`config.mk`:
```
export PLATFORM = sky130hd
export DESIGN_NAME = sorted_priority_queue
export DESIGN_NICKNAME = d
export VERILOG_FILES = /design/src/spq_pkg.sv /design/src/spq_ctrl.sv /design/src/spq_datapath.sv /design/src/sorted_priority_queue.sv
export SDC_FILE = /design/constraint.sdc
export NUM_CORES = 2
export LEC_CHECK = 0
export BUFFER_PORTS_ARGS = -buffer_cell sky130_fd_sc_hd__buf_2
export CORE_MARGIN = 5
export CORE_UTILIZATION = 50
export DETAILED_ROUTE_END_ITERATION = 6
export GPL_ROUTABILITY_DRIVEN = 0
export PLACE_DENSITY = 0.66
export SYNTH_ARGS = -nofsm -noshare
export SYNTH_HDL_FRONTEND = slang
export SYNTH_HIERARCHICAL = 1
export SYNTH_SLANG_ARGS = --single-unit
```
`constraint.sdc`:
```
create_clock -name clk -period 16.8 [get_ports clk]
set_input_delay 2.52 -clock clk [delete_from_list [all_inputs] [get_ports clk]]
set_output_delay 2.52 -clock clk [all_outputs]
set_load 0.02 [all_outputs]
```
`src/spq_pkg.sv`:
```
package spq_pkg;

	localparam int DEPTH_DEF = 16;

	localparam int KEY_W = 32;
	localparam int SUM_W = 32;
	localparam int TAG_W = 16;
	localparam int OCC_W = 5;

	localparam int IN_DATA_W  = 80;
	localparam int OUT_DATA_W = 96;

	localparam logic [1:0] MODE_PUSH = 2'd0;
	localparam logic [1:0] MODE_POP  = 2'd1;
	localparam logic [1:0] MODE_PEEK = 2'd2;

	typedef enum logic [1:0] {
		STAT_OK         = 2'd0,
		STAT_POP_EMPTY  = 2'd1,
		STAT_PUSH_FULL  = 2'd2
	} status_t;

	typedef enum logic {
		ST_IDLE,
		ST_HOLD
	} state_t;

	// controller -> datapath
	typedef struct packed {
		logic    push;
		logic    pop;
		logic    capture;
		status_t status;
	} spq_cmd_t;

	// datapath -> controller
	typedef struct packed {
		logic empty;
		logic full;
	} spq_flags_t;

endpackage

```
`src/spq_ctrl.sv`:
```
module spq_ctrl (
	input  logic               clk,
	input  logic               arst_n,
	input  logic               s_tvalid,
	input  logic [1:0]         mode,
	input  logic               m_tready,
	input  spq_pkg::spq_flags_t flags,
	output logic               s_tready,
	output logic               m_tvalid,
	output spq_pkg::spq_cmd_t  cmd
);

	spq_pkg::state_t state_q;
	spq_pkg::state_t state_nxt;
	logic            accept;

	assign accept = s_tvalid && s_tready;

	always_ff @(posedge clk or negedge arst_n) begin
		if (!arst_n) begin
			state_q <= spq_pkg::ST_IDLE;
		end else begin
			state_q <= state_nxt;
		end
	end

	always_comb begin
		state_nxt = state_q;
		unique case (state_q)
			spq_pkg::ST_IDLE: begin
				if (accept) state_nxt = spq_pkg::ST_HOLD;
			end
			spq_pkg::ST_HOLD: begin
				if (m_tready && !accept) state_nxt = spq_pkg::ST_IDLE;
			end
			default: state_nxt = spq_pkg::ST_IDLE;
		endcase
	end

	always_comb begin
		s_tready    = (state_q == spq_pkg::ST_IDLE) || m_tready;
		m_tvalid    = (state_q == spq_pkg::ST_HOLD);
		cmd.push    = 1'b0;
		cmd.pop     = 1'b0;
		cmd.capture = accept;
		cmd.status  = spq_pkg::STAT_OK;
		if (accept) begin
			priority if (mode == spq_pkg::MODE_PUSH) begin
				if (flags.full) cmd.status = spq_pkg::STAT_PUSH_FULL;
				else cmd.push = 1'b1;
			end else if (mode == spq_pkg::MODE_POP) begin
				if (flags.empty) cmd.status = spq_pkg::STAT_POP_EMPTY;
				else cmd.pop = 1'b1;
			end else begin
				cmd.status = spq_pkg::STAT_OK;
			end
		end
	end

endmodule

```
`src/spq_datapath.sv`:
```
module spq_datapath #(
	parameter int DEPTH = spq_pkg::DEPTH_DEF
) (
	input  logic                            clk,
	input  logic                            arst_n,
	input  spq_pkg::spq_cmd_t               cmd,
	input  logic [spq_pkg::KEY_W-1:0]       key_time,
	input  logic signed [spq_pkg::SUM_W-1:0] payload_sum,
	input  logic [spq_pkg::TAG_W-1:0]       entry_tag,
	output spq_pkg::spq_flags_t             flags,
	output logic [spq_pkg::KEY_W-1:0]       head_time,
	output logic signed [spq_pkg::SUM_W-1:0] head_sum,
	output logic [spq_pkg::TAG_W-1:0]       head_tag,
	output logic [spq_pkg::OCC_W-1:0]       occupancy,
	output spq_pkg::status_t                status
);

	localparam int CNT_W = $clog2(DEPTH + 1);

	logic [spq_pkg::KEY_W-1:0]        tm_q  [DEPTH];
	logic signed [spq_pkg::SUM_W-1:0] sum_q [DEPTH];
	logic [spq_pkg::TAG_W-1:0]        tag_q [DEPTH];
	logic [CNT_W-1:0]                 count_q;
	spq_pkg::status_t                 status_q;

	// one compare-and-shift cell per slot
	for (genvar i = 0; i < DEPTH; i++) begin : g_cell
		logic at_or_below;
		logic prev_gt;
		logic take_new;

		assign at_or_below = CNT_W'(i) <= count_q;
		if (i == 0) begin : g_first
			assign prev_gt = 1'b0;
		end else begin : g_rest
			assign prev_gt = tm_q[i-1] > key_time;
		end
		assign take_new = (CNT_W'(i) == count_q) || (tm_q[i] > key_time);

		always_ff @(posedge clk) begin
			if (cmd.push && at_or_below) begin
				if (prev_gt) begin
					if (i > 0) begin
						tm_q[i]  <= tm_q[(i > 0) ? i-1 : 0];
						sum_q[i] <= sum_q[(i > 0) ? i-1 : 0];
						tag_q[i] <= tag_q[(i > 0) ? i-1 : 0];
					end
				end else if (take_new) begin
					tm_q[i]  <= key_time;
					sum_q[i] <= payload_sum;
					tag_q[i] <= entry_tag;
				end
			end else if (cmd.pop && (i < DEPTH - 1)) begin
				tm_q[i]  <= tm_q[(i < DEPTH - 1) ? i+1 : i];
				sum_q[i] <= sum_q[(i < DEPTH - 1) ? i+1 : i];
				tag_q[i] <= tag_q[(i < DEPTH - 1) ? i+1 : i];
			end
		end
	end

	always_ff @(posedge clk or negedge arst_n) begin
		if (!arst_n) begin
			count_q  <= '0;
			status_q <= spq_pkg::STAT_OK;
		end else begin
			if (cmd.push) count_q <= count_q + CNT_W'(1);
			else if (cmd.pop) count_q <= count_q - CNT_W'(1);
			if (cmd.capture) status_q <= cmd.status;
		end
	end

	assign flags.empty = (count_q == '0);
	assign flags.full  = (count_q == CNT_W'(DEPTH));
	assign head_time   = flags.empty ? '0 : tm_q[0];
	assign head_sum    = flags.empty ? '0 : sum_q[0];
	assign head_tag    = flags.empty ? '0 : tag_q[0];
	assign occupancy   = spq_pkg::OCC_W'(count_q);
	assign status      = status_q;

	a_count_bound: assert property (@(posedge clk) disable iff (!arst_n)
		count_q <= CNT_W'(DEPTH))
		else $error("entry count beyond depth");

	a_push_grows: assert property (@(posedge clk) disable iff (!arst_n)
		cmd.push |=> count_q == $past(count_q) + CNT_W'(1))
		else $error("push did not add an entry");

	a_pop_shrinks: assert property (@(posedge clk) disable iff (!arst_n)
		cmd.pop |=> count_q == $past(count_q) - CNT_W'(1))
		else $error("pop did not remove an entry");

	a_no_bad_op: assert property (@(posedge clk) disable iff (!arst_n)
		(cmd.push && !flags.full) || (cmd.pop && !flags.empty) || (!cmd.push && !cmd.pop))
		else $error("queue op issued against full or empty queue");

endmodule

```
`src/sorted_priority_queue.sv`:
```
// The result of an accepted item is on m_tdata in the cycle after acceptance.
// Throughput: one item per cycle while m_tready is high; every slot is a compare-and-shift
//   cell, so a push or pop updates all DEPTH slots together.
// A result waiting on m_tready holds s_tready low; with m_tready high, s_tready stays high.
// Reset (arst_n low, asynchronous): entry count zero, no result pending;
//   slot registers are not reset and are only read below the count.
module sorted_priority_queue #(
	parameter int DEPTH = spq_pkg::DEPTH_DEF
) (
	input  logic                              clk,
	input  logic                              arst_n,
	// input item
	input  logic                              s_tvalid,
	output logic                              s_tready,
	input  logic [spq_pkg::IN_DATA_W-1:0]     s_tdata,  // key_time[31:0], payload_sum[63:32], entry_tag[79:64]
	input  logic [1:0]                        s_tuser,  // mode[1:0]
	// result item
	output logic                              m_tvalid,
	input  logic                              m_tready,
	output logic [spq_pkg::OUT_DATA_W-1:0]    m_tdata   // head_time[31:0], head_sum[63:32],
	                                                    // head_tag[79:64], is_empty[80], is_full[81],
	                                                    // occupancy[86:82], status[88:87], zero[95:89]
);

	spq_pkg::spq_cmd_t   cmd;
	spq_pkg::spq_flags_t flags;

	logic [spq_pkg::KEY_W-1:0]        head_time;
	logic signed [spq_pkg::SUM_W-1:0] head_sum;
	logic [spq_pkg::TAG_W-1:0]        head_tag;
	logic [spq_pkg::OCC_W-1:0]        occupancy;
	spq_pkg::status_t                 status;

	// Handshake and op decode; a rejected push or pop only sets the status.
	spq_ctrl u_ctrl (
		.clk      (clk),
		.arst_n   (arst_n),
		.s_tvalid (s_tvalid),
		.mode     (s_tuser),
		.m_tready (m_tready),
		.flags    (flags),
		.s_tready (s_tready),
		.m_tvalid (m_tvalid),
		.cmd      (cmd)
	);

	// Sorted slot chain. Equal keys keep arrival order: a new entry lands behind
	// every entry whose key is not greater than its own.
	spq_datapath #(
		.DEPTH (DEPTH)
	) u_dp (
		.clk         (clk),
		.arst_n      (arst_n),
		.cmd         (cmd),
		.key_time    (s_tdata[31:0]),
		.payload_sum (s_tdata[63:32]),
		.entry_tag   (s_tdata[79:64]),
		.flags       (flags),
		.head_time   (head_time),
		.head_sum    (head_sum),
		.head_tag    (head_tag),
		.occupancy   (occupancy),
		.status      (status)
	);

	// The queue state only moves when a new item is taken, which also replaces
	// the pending result, so the live head is the result of the last item.
	assign m_tdata = {7'd0, status, occupancy, flags.full, flags.empty,
		head_tag, head_sum, head_time};

endmodule

```
==> results.tsv <==
metric	value	unit
p_switching	3.51	mW
yosysWarningCount	6	
worstSetupStartpointType	input pin	
die-height	414	µm
min_delay_worst_endpoint	u_dp/status[0]$_DFFE_PN0P_	
outcome	finished, violations left	
report.final.hold_viol_count	0	
worst-setup-path-type	input pin to flip-flop	
grt_start_max_net_pins	162	
synth.ff_latch_count	1288	
syn_inst	8067	
internal_power	6.49	mW
post-route-cell-area	0.0884	mm²
row_count	148	
reg2reg_setup_slack	10.00	ns
drtIter0Drc	11400	
wirelength	323	mm
final.hold.worst_slack	0.523	ns
fp.dieArea	0.171	mm²
launch_point_of_the_worst_reg_to_reg_path	u_dp/occupancy[0]$_DFFE_PN0P_	
max_cap_violations	0	
cp_top_family	simple AND/OR/NAND/NOR gates	
synthArstFlopShare	0.621	%
hold_bufs_inserted_after_cts	0	
skew_pair_late_insertion_delay	0.83	ns
setup.worst_path.end_class	flip-flop	
pwr-share-seq	42.4	%
route.antenna.remaining_nets	0	
number_of_nets_in_the_final_layout	8330	
root_buffer	sky130_fd_sc_hd__clkbuf_16	
layout_min_cycle_time	8.41	ns
cp_max_fo	46	
path_cells	buf_2 -> inv_1 -> buf_4 -> ha_1 -> nand3_1 -> nor4_1 -> nand2_1 -> a311oi_1 -> or3_4 -> or2_4 -> o211ai_1 -> buf_4	
start_util	50.2	%
grt.total_usage	36.3	%
r2r-end	u_dp/tm_q[1][157]$_DFFE_PP_	
unrepaired_setup_endpoints_after_global_routing	false	
cell_depth_of_the_worst_min_delay_path	1	
setup_viol	0	
power_leakage	30.3	nW
clock_skew	0.0535	ns
rr_worst_depth	12	
fin_crit_share	50.0	%
report.final.slew_viol_count	0	
critPathRequiredTime	17.19	ns
core_area	0.162	mm²
holdCritPathClass	flip-flop to flip-flop	
cts_made_buffers	150	
post_route_utilization	54.4	%
yosys_most_used_dff	sky130_fd_sc_hd__edfxtp_1	
grt_antenna_before_repair	5	
area_delta_synth_final	8.50	%
clock_input_transition_at_the_sequential_cells_of_the_worst_setup_and_hold_paths	0.06	ns
route.vias.total	73500	
layout_commonest_cell	sky130_fd_sc_hd__edfxtp_1	
critical_path.most_common_cell	sky130_fd_sc_hd__buf_4	
buffering_stage_count_on_the_worst_path_with_inverters_included	4	
critPathMaxStageDelay	1.12	ns
tightest_slew	1.45	ns
fillerInstances	14100	
power.clock.fraction	33.0	%
multiInputGateArea	0.0396	mm²
syn_area	0.0815	mm²
avgSynthCellArea	10.1	µm²
dp_hpwl	197	mm
cts_tree	done	
port_buffers	176	
synth_top_area_share	47.2	%
vdd_ir_drop_max	0.114	mV
synth_cell_type_count	74	
first_pass_grt_wire_length	469	mm
final_layout_size_suffix_gt1_share	10.1	%
dr_pass1_iterations	7	
violations	DRC	
synth-edff-count	1280	
finalSetupTns	0	ns
cts_h_tree_depth	4	
most-common-layout-cells	sky130_fd_sc_hd__edfxtp_1 (1,280), sky130_fd_sc_hd__nand2_1 (615), sky130_fd_sc_hd__a21oi_1 (566), sky130_fd_sc_hd__nor2_1 (547), sky130_fd_sc_hd__o21ai_0 (534)	
average_via_count_per_standard_cell	7.33	
via_count_of_the_first_global_routing_pass	70800	
clock_tree.buffer_depth	3	
cellPowerDensity	113	mW/mm²
post-synth-top-area-cell	sky130_fd_sc_hd__edfxtp_1	
ff_latch_area	0.0386	mm²
place_area	0.0836	mm²
post_cts.repair.setup_buffers	0	
die-width	414	µm
power.combinational.fraction	24.7	%
globalRouteOverflowTotal	0	
synth_area_leaders	sky130_fd_sc_hd__edfxtp_1 (47%), sky130_fd_sc_hd__ha_1 (7.9%), sky130_fd_sc_hd__o211ai_1 (4.8%)	
synth.yosys.seq_area_share	47.4	%
hp-start	u_dp/status[0]$_DFFE_PN0P_	
cts_resized	0	
fmax	119	MHz
critPathSlowestCell	sky130_fd_sc_hd__a311oi_1	
clock_sink_count	1288	
num_io_pins	184	
swShare	35.1	%
route.detailed.drc	31	
slew-limit-headroom	2.79	%
cp_data_arrival_time	8.79	ns
wire_per_inst	32.2	µm
-- sequential cells by signal, indices dropped and copies added, names as in the netlist --
signal and flops:
u_dp/tm_q 512, u_dp/status 2, u_ctrl/m_tvalid 1, u_dp/sum_q 512
u_dp/occupancy 5, u_dp/tag_q 256
-- power groups by stage --
| stage | Combinational [mW] | Sequential (mW) | Clock, mW |
|---|---|---|---|
| 4_1_cts | 2.37 | 4.21 | 3.31 |
| 3_5_place_dp | 2.36 | 4.28 | 0 |
| 5_1_grt | 2.58 | 4.25 | 3.45 |
| 2_1_floorplan | 1.51 | 4.20 | 0 |
| 6_report | 2.46 | 4.24 | 3.29 |
| 3_3_place_gp | 2.30 | 4.27 | 0 |
-- synthesized netlist by cell type (83+ instances only) --
master / count
sky130_fd_sc_hd__a221o_1: 248
sky130_fd_sc_hd__o31a_1: 404
sky130_fd_sc_hd__clkbuf_1: 722
sky130_fd_sc_hd__and2_1: 170
sky130_fd_sc_hd__inv_1: 120
sky130_fd_sc_hd__or3_1: 106
sky130_fd_sc_hd__o211ai_1: 520
sky130_fd_sc_hd__ha_1: 517
sky130_fd_sc_hd__a31oi_1: 133
sky130_fd_sc_hd__mux2_2: 160
sky130_fd_sc_hd__nor2b_1: 182
sky130_fd_sc_hd__nand2_1: 626
sky130_fd_sc_hd__a211o_1: 83
sky130_fd_sc_hd__nand3_1: 203
sky130_fd_sc_hd__nand4_1: 211
sky130_fd_sc_hd__nor4_1: 184
sky130_fd_sc_hd__nor3_1: 100
sky130_fd_sc_hd__o21ai_0: 536
sky130_fd_sc_hd__edfxtp_1: 1280
sky130_fd_sc_hd__nor2_1: 555
sky130_fd_sc_hd__a21oi_1: 569
-- logic make-up after synthesis --
kind of cell / Yosys count / synth area share [%]
xor gates and xnor gates: 4 / 0.0430
muxes: 161 / 2.22
and+or+nand+nor: 2444 / 14.8
buffers and inverters: 960 / 4.66
adders and majority gates: 517 / 7.94
DFF: 1288 / 47.4
other: 1 / 0.00460
AOI/OAI and AO/OA: 2692 / 22.9
-- how the worst max path moves through the flow --
stage	from	slack, ns	end	depth (start not counted)
4_1_cts	s_tdata[26]	8.80	u_dp/tm_q[0][37]$_DFFE_PP_	12
3_5_place_dp	s_tdata[26]	8.02	u_dp/tm_q[0][35]$_DFFE_PP_	12
6_report	s_tdata[26]	8.39	u_dp/tag_q[1][12]$_DFFE_PP_	12
5_1_grt	s_tdata[26]	8.53	u_dp/tag_q[1][12]$_DFFE_PP_	12
3_3_place_gp	s_tdata[26]	8.18	u_dp/tm_q[0][47]$_DFFE_PP_	12
2_1_floorplan	s_tdata[13]	5.47	u_dp/sum_q[11][0]$_DFFE_PP_	11
-- per-layer routing --
metal  share of wire [%]  global-route usage (%)  wire (µm)  up-vias
met4                 6.3                    20.2      20500        2
met3                  14                    10.8      44100     1206
met5              0.0022                   0.172          7        -
met2                  43                    54.2     138000     5906
li1                    -                       -          -    30700
met1                  37                    47.4     120000    35700
-- worst reg2reg max path, cell delays in order (launching register included) --
cell and delay [ns]:
sky130_fd_sc_hd__dfrtp_1 0.62, sky130_fd_sc_hd__inv_1 0.19, sky130_fd_sc_hd__ha_1 0.52, sky130_fd_sc_hd__and3_1 0.43, sky130_fd_sc_hd__nor4_2 0.28, sky130_fd_sc_hd__buf_4 0.37
sky130_fd_sc_hd__clkinv_1 0.57, sky130_fd_sc_hd__nor2_1 0.56, sky130_fd_sc_hd__or3b_4 0.65, sky130_fd_sc_hd__or2_4 0.49, sky130_fd_sc_hd__nand3_4 0.48, sky130_fd_sc_hd__buf_4 0.53
sky130_fd_sc_hd__buf_4 0.69
-- cell type report --
| cell class | instances | share of cell area, % |
|---|---|---|
| diodes | 5 | 0.0142 |
| well taps | 2175 | 3.08 |
| multi-input cells | 5825 | 44.8 |
| repair buffers | 340 | 2.46 |
| clock inverters | 93 | 1.04 |
| flip-flops and latches | 1288 | 43.7 |
| inverters | 122 | 0.518 |
| clock buffers | 181 | 4.40 |
-- metrics by stage --
step | total power [mW] | instances | setup WS, ns
2_1_floorplan | 5.71 | 8073 | 5.47
3_3_place_gp | 6.57 | 9750 | 8.18
3_5_place_dp | 6.64 | 9750 | 8.02
4_1_cts | 9.90 | 10000 | 8.80
5_1_grt | 10.3 | 10000 | 8.53
6_report | 10.0 | 10000 | 8.39
Power figures use the tool's default switching activity.
